$ cat src/lbl_pkg.sv
// Shared types, constants and the exp2 root table for the brightness mapper.
// Used by lbl_mul, lbl_core and log_brightness_to_luminance.
package lbl_pkg;

	localparam int LEVEL_W    = 10;
	localparam int LUM_W      = 24;
	localparam int FRAC_W     = 30;
	localparam int LOG_W      = 35;
	localparam int WIDE_W     = 45;
	localparam int MUL_W      = 32;
	localparam int DEF_FULL_SCALE = 100;
	localparam int DEF_LUM_WIDTH  = 24;

	localparam logic [LUM_W-1:0] MIN_LUM_RESET = 24'd5000;
	localparam logic [LUM_W-1:0] MAX_LUM_RESET = 24'd500000;

	// register indexes
	localparam logic REG_MIN_LUM = 1'b0;
	localparam logic REG_MAX_LUM = 1'b1;

	typedef struct packed {
		logic [LUM_W-1:0] lo;
		logic [LUM_W-1:0] hi;
	} lbl_cfg_t;

	typedef struct packed {
		logic done;
		logic idle;
	} lbl_stat_t;

	typedef logic [FRAC_W-1:0][MUL_W-1:0] root_tab_t;

	// Chain of square roots 2^(2^-i) in Q1.31, i = 1..30, each the truncated
	// integer root of the previous one shifted up by 31. Evaluated at elaboration.
	function automatic root_tab_t build_roots();
		logic [63:0] c;
		logic [63:0] x;
		logic [63:0] res;
		logic [63:0] bit_v;
		root_tab_t   t;
		c = 64'd1 << 32;
		for (int i = 0; i < FRAC_W; i++) begin
			x     = c << 31;
			res   = 64'd0;
			bit_v = 64'd1 << 62;
			for (int j = 0; j < 32; j++) begin
				if (x >= res + bit_v) begin
					x   = x - (res + bit_v);
					res = (res >> 1) + bit_v;
				end else begin
					res = res >> 1;
				end
				bit_v = bit_v >> 2;
			end
			c    = res;
			t[i] = res[MUL_W-1:0];
		end
		return t;
	endfunction

	localparam root_tab_t ROOTS = build_roots();

endpackage

$ cat src/lbl_mul.sv
// Shared 32x32 multiplier with a registered product.
// Depends on lbl_pkg for operand widths.
module lbl_mul (
	input  logic                          clk,
	input  logic                          en,
	input  logic [lbl_pkg::MUL_W-1:0]     a,
	input  logic [lbl_pkg::MUL_W-1:0]     b,
	output logic [2*lbl_pkg::MUL_W-1:0]   prod_q
);

	// capture product when issued
	always_ff @(posedge clk) begin
		if (en) begin
			prod_q <= a * b;
		end
	end

endmodule

$ cat src/lbl_core.sv
// Sequencer for the log/exp luminance curve: serial normalize, log2 by squaring,
// shift-add multiply, bit-serial divide, exp2 by root products, serial shift.
// Depends on lbl_pkg and lbl_mul.
module lbl_core #(
	parameter int FULL_SCALE = lbl_pkg::DEF_FULL_SCALE,
	parameter int LUM_WIDTH  = lbl_pkg::DEF_LUM_WIDTH
) (
	input  logic                          clk,
	input  logic                          arst_n,
	input  logic                          start,
	input  logic [lbl_pkg::LEVEL_W-1:0]   level,
	input  lbl_pkg::lbl_cfg_t             cfg,
	input  logic                          take,
	output logic [lbl_pkg::LUM_W-1:0]     result,
	output lbl_pkg::lbl_stat_t            stat
);

	localparam int LW = lbl_pkg::LEVEL_W;
	localparam int NW = lbl_pkg::LUM_W;
	localparam int FW = lbl_pkg::FRAC_W;
	localparam int GW = lbl_pkg::LOG_W;
	localparam int WW = lbl_pkg::WIDE_W;
	localparam int MW = lbl_pkg::MUL_W;
	localparam logic [LW-1:0] FS = LW'(FULL_SCALE);
	localparam logic [32:0]   SAT = 33'((64'd1 << LUM_WIDTH) - 64'd1);

	typedef enum logic [12:0] {
		ST_IDLE  = 13'b0000000000001,
		ST_NORM  = 13'b0000000000010,
		ST_LSQ   = 13'b0000000000100,
		ST_LUSE  = 13'b0000000001000,
		ST_MACC  = 13'b0000000010000,
		ST_DIV   = 13'b0000000100000,
		ST_EXP   = 13'b0000001000000,
		ST_EUSE  = 13'b0000010000000,
		ST_SCALE = 13'b0000100000000,
		ST_SUSE  = 13'b0001000000000,
		ST_SHR   = 13'b0010000000000,
		ST_CLAMP = 13'b0100000000000,
		ST_DONE  = 13'b1000000000000
	} state_t;

	state_t          state_q;
	logic [NW-1:0]   lo_q, hi_q, res_q;
	logic [LW-1:0]   lvl_q;
	logic [MW-1:0]   x_q, m_q, exp_q;
	logic [4:0]      k_q, n_q, sh_q;
	logic [FW-1:0]   frac_q, tsh_q;
	logic [GW-1:0]   loghi_q, diff_q;
	logic [WW-1:0]   wide_q;
	logic [LW-1:0]   rem_q;
	logic [5:0]      cnt_q;
	logic            which_q;
	logic [55:0]     p_q;

	logic            mul_en;
	logic [MW-1:0]   mul_a, mul_b;
	logic [2*MW-1:0] prod_q;

	logic [32:0]     sq;
	logic [FW-1:0]   frac_new;
	logic [LW:0]     div_r;
	logic            div_ge;
	logic [WW-1:0]   quo_next;

	lbl_mul u_mul (
		.clk    (clk),
		.en     (mul_en),
		.a      (mul_a),
		.b      (mul_b),
		.prod_q (prod_q)
	);

	// select multiplier operands by step
	always_comb begin
		mul_en = 1'b0;
		mul_a  = m_q;
		mul_b  = m_q;
		unique case (state_q)
			ST_LSQ: begin
				mul_en = 1'b1;
			end
			ST_EXP: begin
				mul_en = tsh_q[FW-1];
				mul_a  = exp_q;
				mul_b  = lbl_pkg::ROOTS[cnt_q[4:0]];
			end
			ST_SCALE: begin
				mul_en = 1'b1;
				mul_a  = {{(MW-NW){1'b0}}, lo_q};
				mul_b  = exp_q;
			end
			default: begin
				mul_en = 1'b0;
			end
		endcase
	end

	// log and divide step values
	assign sq       = prod_q[63:31];
	assign frac_new = {frac_q[FW-2:0], sq[32]};
	assign div_r    = {rem_q, wide_q[WW-1]};
	assign div_ge   = (div_r >= {1'b0, FS});
	assign quo_next = {wide_q[WW-2:0], div_ge};

	// saturate the finished value
	assign result = ({9'd0, res_q} > SAT) ? SAT[NW-1:0] : res_q;
	assign stat.done = (state_q == ST_DONE);
	assign stat.idle = (state_q == ST_IDLE);

	// advance the sequencer
	always_ff @(posedge clk or negedge arst_n) begin
		if (!arst_n) begin
			state_q <= ST_IDLE;
		end else begin
			unique case (state_q)
				ST_IDLE: begin
					if (start) begin
						lo_q    <= cfg.lo;
						hi_q    <= cfg.hi;
						lvl_q   <= level;
						x_q     <= {{(MW-NW){1'b0}}, cfg.hi};
						k_q     <= 5'd31;
						which_q <= 1'b0;
						cnt_q   <= '0;
						if (level == '0) begin
							res_q   <= cfg.lo;
							state_q <= ST_DONE;
						end else if (level >= FS) begin
							res_q   <= cfg.hi;
							state_q <= ST_DONE;
						end else if (cfg.lo == '0) begin
							res_q   <= '0;
							state_q <= ST_DONE;
						end else if (cfg.hi <= cfg.lo) begin
							res_q   <= cfg.hi;
							state_q <= ST_DONE;
						end else begin
							state_q <= ST_NORM;
						end
					end
				end
				ST_NORM: begin
					if (x_q[MW-1]) begin
						m_q     <= x_q;
						cnt_q   <= '0;
						state_q <= ST_LSQ;
					end else begin
						x_q <= {x_q[MW-2:0], 1'b0};
						k_q <= k_q - 5'd1;
					end
				end
				ST_LSQ: begin
					state_q <= ST_LUSE;
				end
				ST_LUSE: begin
					frac_q <= frac_new;
					m_q    <= sq[32] ? sq[32:1] : sq[31:0];
					if (cnt_q == 6'(FW - 1)) begin
						if (!which_q) begin
							loghi_q <= {k_q, frac_new};
							x_q     <= {{(MW-NW){1'b0}}, lo_q};
							k_q     <= 5'd31;
							which_q <= 1'b1;
							state_q <= ST_NORM;
						end else begin
							diff_q  <= loghi_q - {k_q, frac_new};
							wide_q  <= '0;
							cnt_q   <= '0;
							state_q <= ST_MACC;
						end
					end else begin
						cnt_q   <= cnt_q + 6'd1;
						state_q <= ST_LSQ;
					end
				end
				ST_MACC: begin
					wide_q <= {wide_q[WW-2:0], 1'b0}
						+ (lvl_q[LW-1] ? {{(WW-GW){1'b0}}, diff_q} : '0);
					lvl_q  <= {lvl_q[LW-2:0], 1'b0};
					if (cnt_q == 6'(LW - 1)) begin
						cnt_q   <= '0;
						rem_q   <= '0;
						state_q <= ST_DIV;
					end else begin
						cnt_q <= cnt_q + 6'd1;
					end
				end
				ST_DIV: begin
					rem_q  <= div_ge ? LW'(div_r - {1'b0, FS}) : div_r[LW-1:0];
					wide_q <= quo_next;
					if (cnt_q == 6'(WW - 1)) begin
						tsh_q <= quo_next[FW-1:0];
						n_q   <= quo_next[GW-1:FW];
						exp_q <= {1'b1, {(MW-1){1'b0}}};
						cnt_q <= '0;
						if (|quo_next[WW-1:GW]) begin
							res_q   <= hi_q;
							state_q <= ST_DONE;
						end else begin
							state_q <= ST_EXP;
						end
					end else begin
						cnt_q <= cnt_q + 6'd1;
					end
				end
				ST_EXP: begin
					if (tsh_q[FW-1]) begin
						state_q <= ST_EUSE;
					end else begin
						tsh_q <= {tsh_q[FW-2:0], 1'b0};
						cnt_q <= cnt_q + 6'd1;
						if (cnt_q == 6'(FW - 1)) begin
							state_q <= ST_SCALE;
						end
					end
				end
				ST_EUSE: begin
					exp_q <= prod_q[62:31];
					tsh_q <= {tsh_q[FW-2:0], 1'b0};
					cnt_q <= cnt_q + 6'd1;
					state_q <= (cnt_q == 6'(FW - 1)) ? ST_SCALE : ST_EXP;
				end
				ST_SCALE: begin
					state_q <= ST_SUSE;
				end
				ST_SUSE: begin
					p_q     <= prod_q[55:0];
					sh_q    <= 5'd31 - n_q;
					state_q <= ST_SHR;
				end
				ST_SHR: begin
					if (sh_q == '0) begin
						state_q <= ST_CLAMP;
					end else begin
						p_q  <= {1'b0, p_q[55:1]};
						sh_q <= sh_q - 5'd1;
					end
				end
				ST_CLAMP: begin
					if (p_q < {32'd0, lo_q}) begin
						res_q <= lo_q;
					end else if (p_q > {32'd0, hi_q}) begin
						res_q <= hi_q;
					end else begin
						res_q <= p_q[NW-1:0];
					end
					state_q <= ST_DONE;
				end
				ST_DONE: begin
					if (take) begin
						state_q <= ST_IDLE;
					end
				end
				default: begin
					state_q <= ST_IDLE;
				end
			endcase
		end
	end

endmodule

$ cat src/log_brightness_to_luminance.sv
// Brightness level to panel luminance mapper, top level.
// Depends on lbl_pkg, lbl_core and lbl_mul.
//
// Input channel: in_valid / in_stall with brightness_level. Output channel:
// out_valid / out_stall with panel_luminance in mcd/m^2. A transfer takes
// place at a clock edge with valid high and stall low.
// Config: cfg_we writes cfg_data into register cfg_index (0 min, 1 max);
// write only while no computation is in flight.
// A level equal to the last one answered is dropped in the transfer cycle
// with no result. Zero, full-scale or higher, zero-minimum and max<=min
// levels go straight to the done state and from there to the output register.
// Other levels run the sequencer: 2 normalize walks, 2 x 30 squaring steps
// on the shared multiplier, 10 shift-add, 45 divide and 30 exp2 steps,
// and a serial right shift.
// One item is in work at a time; in_stall is high while it runs.
// The output register holds a result while out_stall is high; the next
// item may be taken meanwhile and waits at its end until the slot frees.
// Reset restores min 5000 and max 500000 and forgets the last level.
module log_brightness_to_luminance #(
	parameter int FULL_SCALE = lbl_pkg::DEF_FULL_SCALE,
	parameter int LUM_WIDTH  = lbl_pkg::DEF_LUM_WIDTH
) (
	input  logic                          clk,
	input  logic                          arst_n,
	input  logic                          in_valid,
	output logic                          in_stall,
	input  logic [lbl_pkg::LEVEL_W-1:0]   brightness_level,
	output logic                          out_valid,
	input  logic                          out_stall,
	output logic [lbl_pkg::LUM_W-1:0]     panel_luminance,
	input  logic                          cfg_we,
	input  logic                          cfg_index,
	input  logic [lbl_pkg::LUM_W-1:0]     cfg_data
);

	lbl_pkg::lbl_cfg_t                cfg_q;
	lbl_pkg::lbl_stat_t               stat;
	logic [lbl_pkg::LEVEL_W-1:0]      prev_level_q;
	logic                             prev_valid_q;
	logic                             busy_q;
	logic                             out_valid_q;
	logic [lbl_pkg::LUM_W-1:0]        out_data_q;
	logic [lbl_pkg::LUM_W-1:0]        core_result;
	logic                             in_xfer;
	logic                             start;
	logic                             take;

	assign in_stall  = busy_q;
	assign in_xfer   = in_valid && !busy_q;
	assign start     = in_xfer && !(prev_valid_q && brightness_level == prev_level_q);
	assign take      = !out_valid_q || !out_stall;
	assign out_valid = out_valid_q;
	assign panel_luminance = out_data_q;

	lbl_core #(
		.FULL_SCALE (FULL_SCALE),
		.LUM_WIDTH  (LUM_WIDTH)
	) u_core (
		.clk    (clk),
		.arst_n (arst_n),
		.start  (start),
		.level  (brightness_level),
		.cfg    (cfg_q),
		.take   (take),
		.result (core_result),
		.stat   (stat)
	);

	// write configuration registers
	always_ff @(posedge clk or negedge arst_n) begin
		if (!arst_n) begin
			cfg_q.lo <= lbl_pkg::MIN_LUM_RESET;
			cfg_q.hi <= lbl_pkg::MAX_LUM_RESET;
		end else if (cfg_we) begin
			unique case (cfg_index)
				lbl_pkg::REG_MIN_LUM: cfg_q.lo <= cfg_data;
				lbl_pkg::REG_MAX_LUM: cfg_q.hi <= cfg_data;
				default: cfg_q <= cfg_q;
			endcase
		end
	end

	// track last answered level and the busy flag
	always_ff @(posedge clk or negedge arst_n) begin
		if (!arst_n) begin
			prev_level_q <= '0;
			prev_valid_q <= 1'b0;
			busy_q       <= 1'b0;
		end else begin
			if (start) begin
				prev_level_q <= brightness_level;
				prev_valid_q <= 1'b1;
				busy_q       <= 1'b1;
			end else if (stat.done && take) begin
				busy_q <= 1'b0;
			end
		end
	end

	// hold the result until the receiver takes the transfer
	always_ff @(posedge clk or negedge arst_n) begin
		if (!arst_n) begin
			out_valid_q <= 1'b0;
		end else if (stat.done && take) begin
			out_valid_q <= 1'b1;
		end else if (!out_stall) begin
			out_valid_q <= 1'b0;
		end
	end

	always_ff @(posedge clk) begin
		if (stat.done && take) begin
			out_data_q <= core_result;
		end
	end

	// a new result only appears after work was started
	a_result_from_work: assert property (@(posedge clk) disable iff (!arst_n)
		(stat.done && take) |-> busy_q)
		else $error("result produced without an accepted item");

	// input side open only while the sequencer rests
	a_open_when_idle: assert property (@(posedge clk) disable iff (!arst_n)
		!busy_q |-> stat.idle)
		else $error("input open while sequencer busy");

	// a started item leaves the sequencer busy next cycle
	a_start_busy: assert property (@(posedge clk) disable iff (!arst_n)
		start |=> (busy_q && !stat.idle))
		else $error("started item did not enter the sequencer");

endmodule

$ cat config.mk
export PLATFORM = sky130hd
export DESIGN_NAME = log_brightness_to_luminance
export DESIGN_NICKNAME = d
export VERILOG_FILES = /design/src/lbl_pkg.sv /design/src/lbl_mul.sv /design/src/lbl_core.sv /design/src/log_brightness_to_luminance.sv
export SDC_FILE = /design/constraint.sdc
export NUM_CORES = 2
export LEC_CHECK = 0
export ABC_CLOCK_PERIOD_IN_PS = 20900
export BUFFER_PORTS_ARGS = -buffer_cell sky130_fd_sc_hd__buf_2
export CAP_MARGIN = 20
export CORE_MARGIN = 4
export CORE_UTILIZATION = 45
export CTS_CLUSTER_DIAMETER = 120
export CTS_CLUSTER_SIZE = 30
export DETAILED_ROUTE_END_ITERATION = 10
export GPL_TIMING_DRIVEN = 0
export SYNTH_ARGS = -nofsm -noshare
export SYNTH_HDL_FRONTEND = slang
export SYNTH_SLANG_ARGS = --single-unit
$ cat constraint.sdc
create_clock -name clk -period 20.9 [get_ports clk]
set_input_delay 2.09 -clock clk [delete_from_list [all_inputs] [get_ports clk]]
set_output_delay 2.09 -clock clk [all_outputs]
set_load 0.01 [all_outputs]
==> results.md <==
- CTS Root Cell: clkbuf_16
- Pwr Density: 68.5 nW/um^2
- WL/cell: 26.4 um
- Cts repair resizes: 0
- Mapped Area: 63500 um^2
- Worst reg2reg path endpoint: u_core.u_mul.prod_q[63]
- Worst clock skew: 0.0308 ns
- Adder-Cell Fraction of Synth Area: 36.5%
- Die Area: 147000 um^2
- CP Buf/Inv Count: 10
- Met1 wire length: 89.9 mm
- Hold path start: u_core.result[13]
- Slowest cell on the critical path: clkbuf_1
- Max incr delay on CP: 0.87 ns
- Fin Hold WS: 0.432 ns
- Worst slew pin tran: 1.43 ns
- DP Area: 66900 um^2
- Mapped Cells: 6326
- Xor-xnor portion of the synthesized cell area: 2.04%
- Worst EP required: 21.28 ns
- DP HPWL: 182 mm
- Run status: finished, final reports clean
- Nets: 7822
- Post-CTS setup buffer count: 0
- Initial antenna violation count: 5
- CTS Buf Count: 25
- EDFF count, synth: 528
- Crit-path most repeated cell: fa_1
- Worst Hold Class: flop to flop
- Slew Viols, Final: 0
- Mux cell area share after synthesis: 2.16%
- Pre-antenna DRT Iters: 6
- Register area: 18300 um^2
- Register area share after synthesis: 28.8%
- Hold EP: panel_luminance[13]
- LEAKAGE: 0.0303 uW
- Ys flop type: edfxtp_1
- H-tree depth: 1
- GRT overflow: 0
- Compound-gate portion of the synthesized area: 9.83%
- DR WL met2: 98.1 mm
- Worst R2R Path Depth: 34
- Fillcell total: 13200
- First-pass GRT wire length: 325 mm
- Worst R2R Setup Slack: 7.49 ns
- Final setup TNS: 0 ns
- Final hold vios: 0
- Final wirelength: 221 mm
- Via density: 5.78
- Max frequency: 0.0746 GHz
- Clock Path Buffers: 3
- FF-to-FF Start: u_core.state_q[11]
- Simple-gate share of the synthesized area: 12.7%
- Share of post-route cells with drive strength above 1: 5.15%
- CP arrival: 13.78 ns
- Gpl congestion: 1.04
- CTS sink cnt: 632
- IO buf count: 65
- Worst setup EP type: flop
- Starting Density: 45.4%
- Global Route Usage Sum: 30.0%
- Post-Syn Nets: 7682
- Largest family of logic cells by synthesized area: adder cells
- Largest net degree at the start of global routing: 64
- I/O pin count: 66
- Die height: 384 um
- Hold path depth: 0
- CTS Hold Buffers Added: 0
- Post-synth ARST share: 11.7%
- DRT iter0 DRCs: 5064
- # DRC: 0
- Total number of yosys warnings: 0
- Core ar.: 140000 um^2
- Top routing layer used: met4
- Finished Cell Area: 67800 um^2
- CP delay by family, top: adder cells
- Setup CP Type: flop to flop
- Unrepaired setup endpoints after global routing: no
- Final core occ: 48.5%
- Number of global-route vias before repair: 49200
- Crit share post-route: 64.1%
- Total of max-cap violations: 0
- Worst-path clk slew: 0.12 ns
- CTS tree: built
- Syn avg cell area: 10.0 um^2
- Crit path max fanout: 10
- Count of state elements after synthesis: 632
- Max-slew headroom: 4.61%
- Syn-to-layout area delta: 6.76%
- Final Setup Violations: 0
- Detail Route Antenna Nets: 0
- Minimum clock period: 13.41 ns
- Via count: 48300
- Skew-Pair Late Insertion Delay: 0.64 ns
- Multi-input gate area: 40400 um^2
- Die width: 384 um
- Worst vdd ir: 0.112 mV
- Met3 routed WL: 19.9 mm
- Cell variety after synth: 88
- Cell Rows: 137
- Crit start category: flop
==> worst reg2reg max path: cells and delay by family (launching register included) <==
kind | cells | cell delay, ns
compound gates | 7 | 2.38
xor+xnor | 1 | 0.11
fa+ha+maj | 9 | 4.66
buf+inv | 10 | 3.48
flops | 1 | 0.39
simple gates | 7 | 2.12
==> cell usage after synthesis, drive strengths merged, types with 13 or more instances <==
cell type    n  area [um^2]
nor2       762         2860
mux2        90         1010
a31oi       25          156
dfrtp       61         1530
nand4       36          225
a22oi       66          495
ha         418         5230
nand3       48          240
nand2b      32          200
a221o       60          601
nand2      674         2530
a22o        46          403
edfxtp     528        15900
buf         41          215
nor2b       36          225
o32ai       27          236
o21ai      179          896
a21oi      225         1130
or2         22          140
xnor2       92          806
o21bai      20          150
fa         898        18000
and2       128          801
nor3        44          225
o21a        27          203
a21o        97          728
clkbuf     282         1060
a221oi      38          358
nor4        23          144
dfstp       13          342
and3        24          150
mux2i       36          360
inv        998         3750
dfxtp       30          601
xor2        56          490
==> area by class of cell <==
class                   count  share of cell area (%)
diodes                      4                  0.0148
inverters                 998                    5.52
clock buffers              43                    1.02
plain buffers             323                    1.88
multi-input cells        4373                    59.5
repair buffers            113                    1.49
flip-flops and latches    632                    27.0
clock inverters             3                  0.0553
well taps                1876                    3.46
==> metal layers <==
layer	global-route usage, %	vias to the layer above
met5	0	-
met4	13.8	0
met3	6.22	501
met2	46.5	2286
met1	40.6	24700
li1	-	20900
==> worst max-delay path by stage <==
| stage | start | endpoint | slack (ns) | cells after the start |
|---|---|---|---|---|
| finish | u_core.state_q[11] | u_core.u_mul.prod_q[63] | 7.49 | 34 |
| global route | u_core.state_q[11] | u_core.u_mul.prod_q[63] | 7.27 | 34 |
| CTS | u_core.state_q[11] | u_core.u_mul.prod_q[62] | 7.54 | 35 |
| detailed placement | u_core.state_q[11] | u_core.u_mul.prod_q[62] | 7.57 | 35 |
| global placement | u_core.state_q[11] | u_core.u_mul.prod_q[63] | 5.85 | 33 |
| floorplan | u_core.state_q[11] | u_core.u_mul.prod_q[63] | 11.01 | 33 |
==> state kept, by name, indices dropped and copies added, names as in the netlist, 29 cells and up, named ones only <==
register,flops
u_core.frac_q,29
u_core.exp_q,32
u_core.p_q,56
u_core.x_q,32
cfg_q,48
u_core.diff_q,35
u_core.u_mul.prod_q,64
u_core.wide_q,45
u_core.m_q,32
u_core.loghi_q,35
u_core.tsh_q,30
==> report_power, final <==
group          internal, uW  total (uW)  switching, uW  leakage, uW
Clock                   235         632            397     0.000348
Combinational           905        2390           1480       0.0240
Sequential             1540        1630           82.9      0.00591
==> through the flow <==
step                power, uW  setup WS (ns)  instances
floorplan                3190          11.01       6326
global placement         3980           5.85       8267
detailed placement       4000           7.57       8303
CTS                      4630           7.54       8349
global route             4900           7.27       8361
finish                   4640           7.49       8365
==> cell usage in the layout, fill, tap and decap left out, types with 90 or more instances in the layout <==
| master | count |
|---|---|
| xnor2_1 | 92 |
| a21oi_1 | 223 |
| a21o_1 | 97 |
| ha_1 | 418 |
| edfxtp_1 | 528 |
| fa_1 | 898 |
| clkbuf_1 | 300 |
| nand2_1 | 671 |
| nor2_1 | 756 |
| o21ai_0 | 169 |
| and2_1 | 123 |
| mux2_2 | 90 |
| inv_1 | 995 |
==> kinds of logic (layout without fill, tap and decap cells) <==
family	count (synthesis)	count (layout)
xor+xnor	148	148
buf+inv	1321	1480
fa+ha+maj	1316	1316
compound gates	913	913
simple gates	1870	1870
other cells	0	4
mux	126	126
flops	632	632
Note: power is estimated with default switching activity, not from simulation.
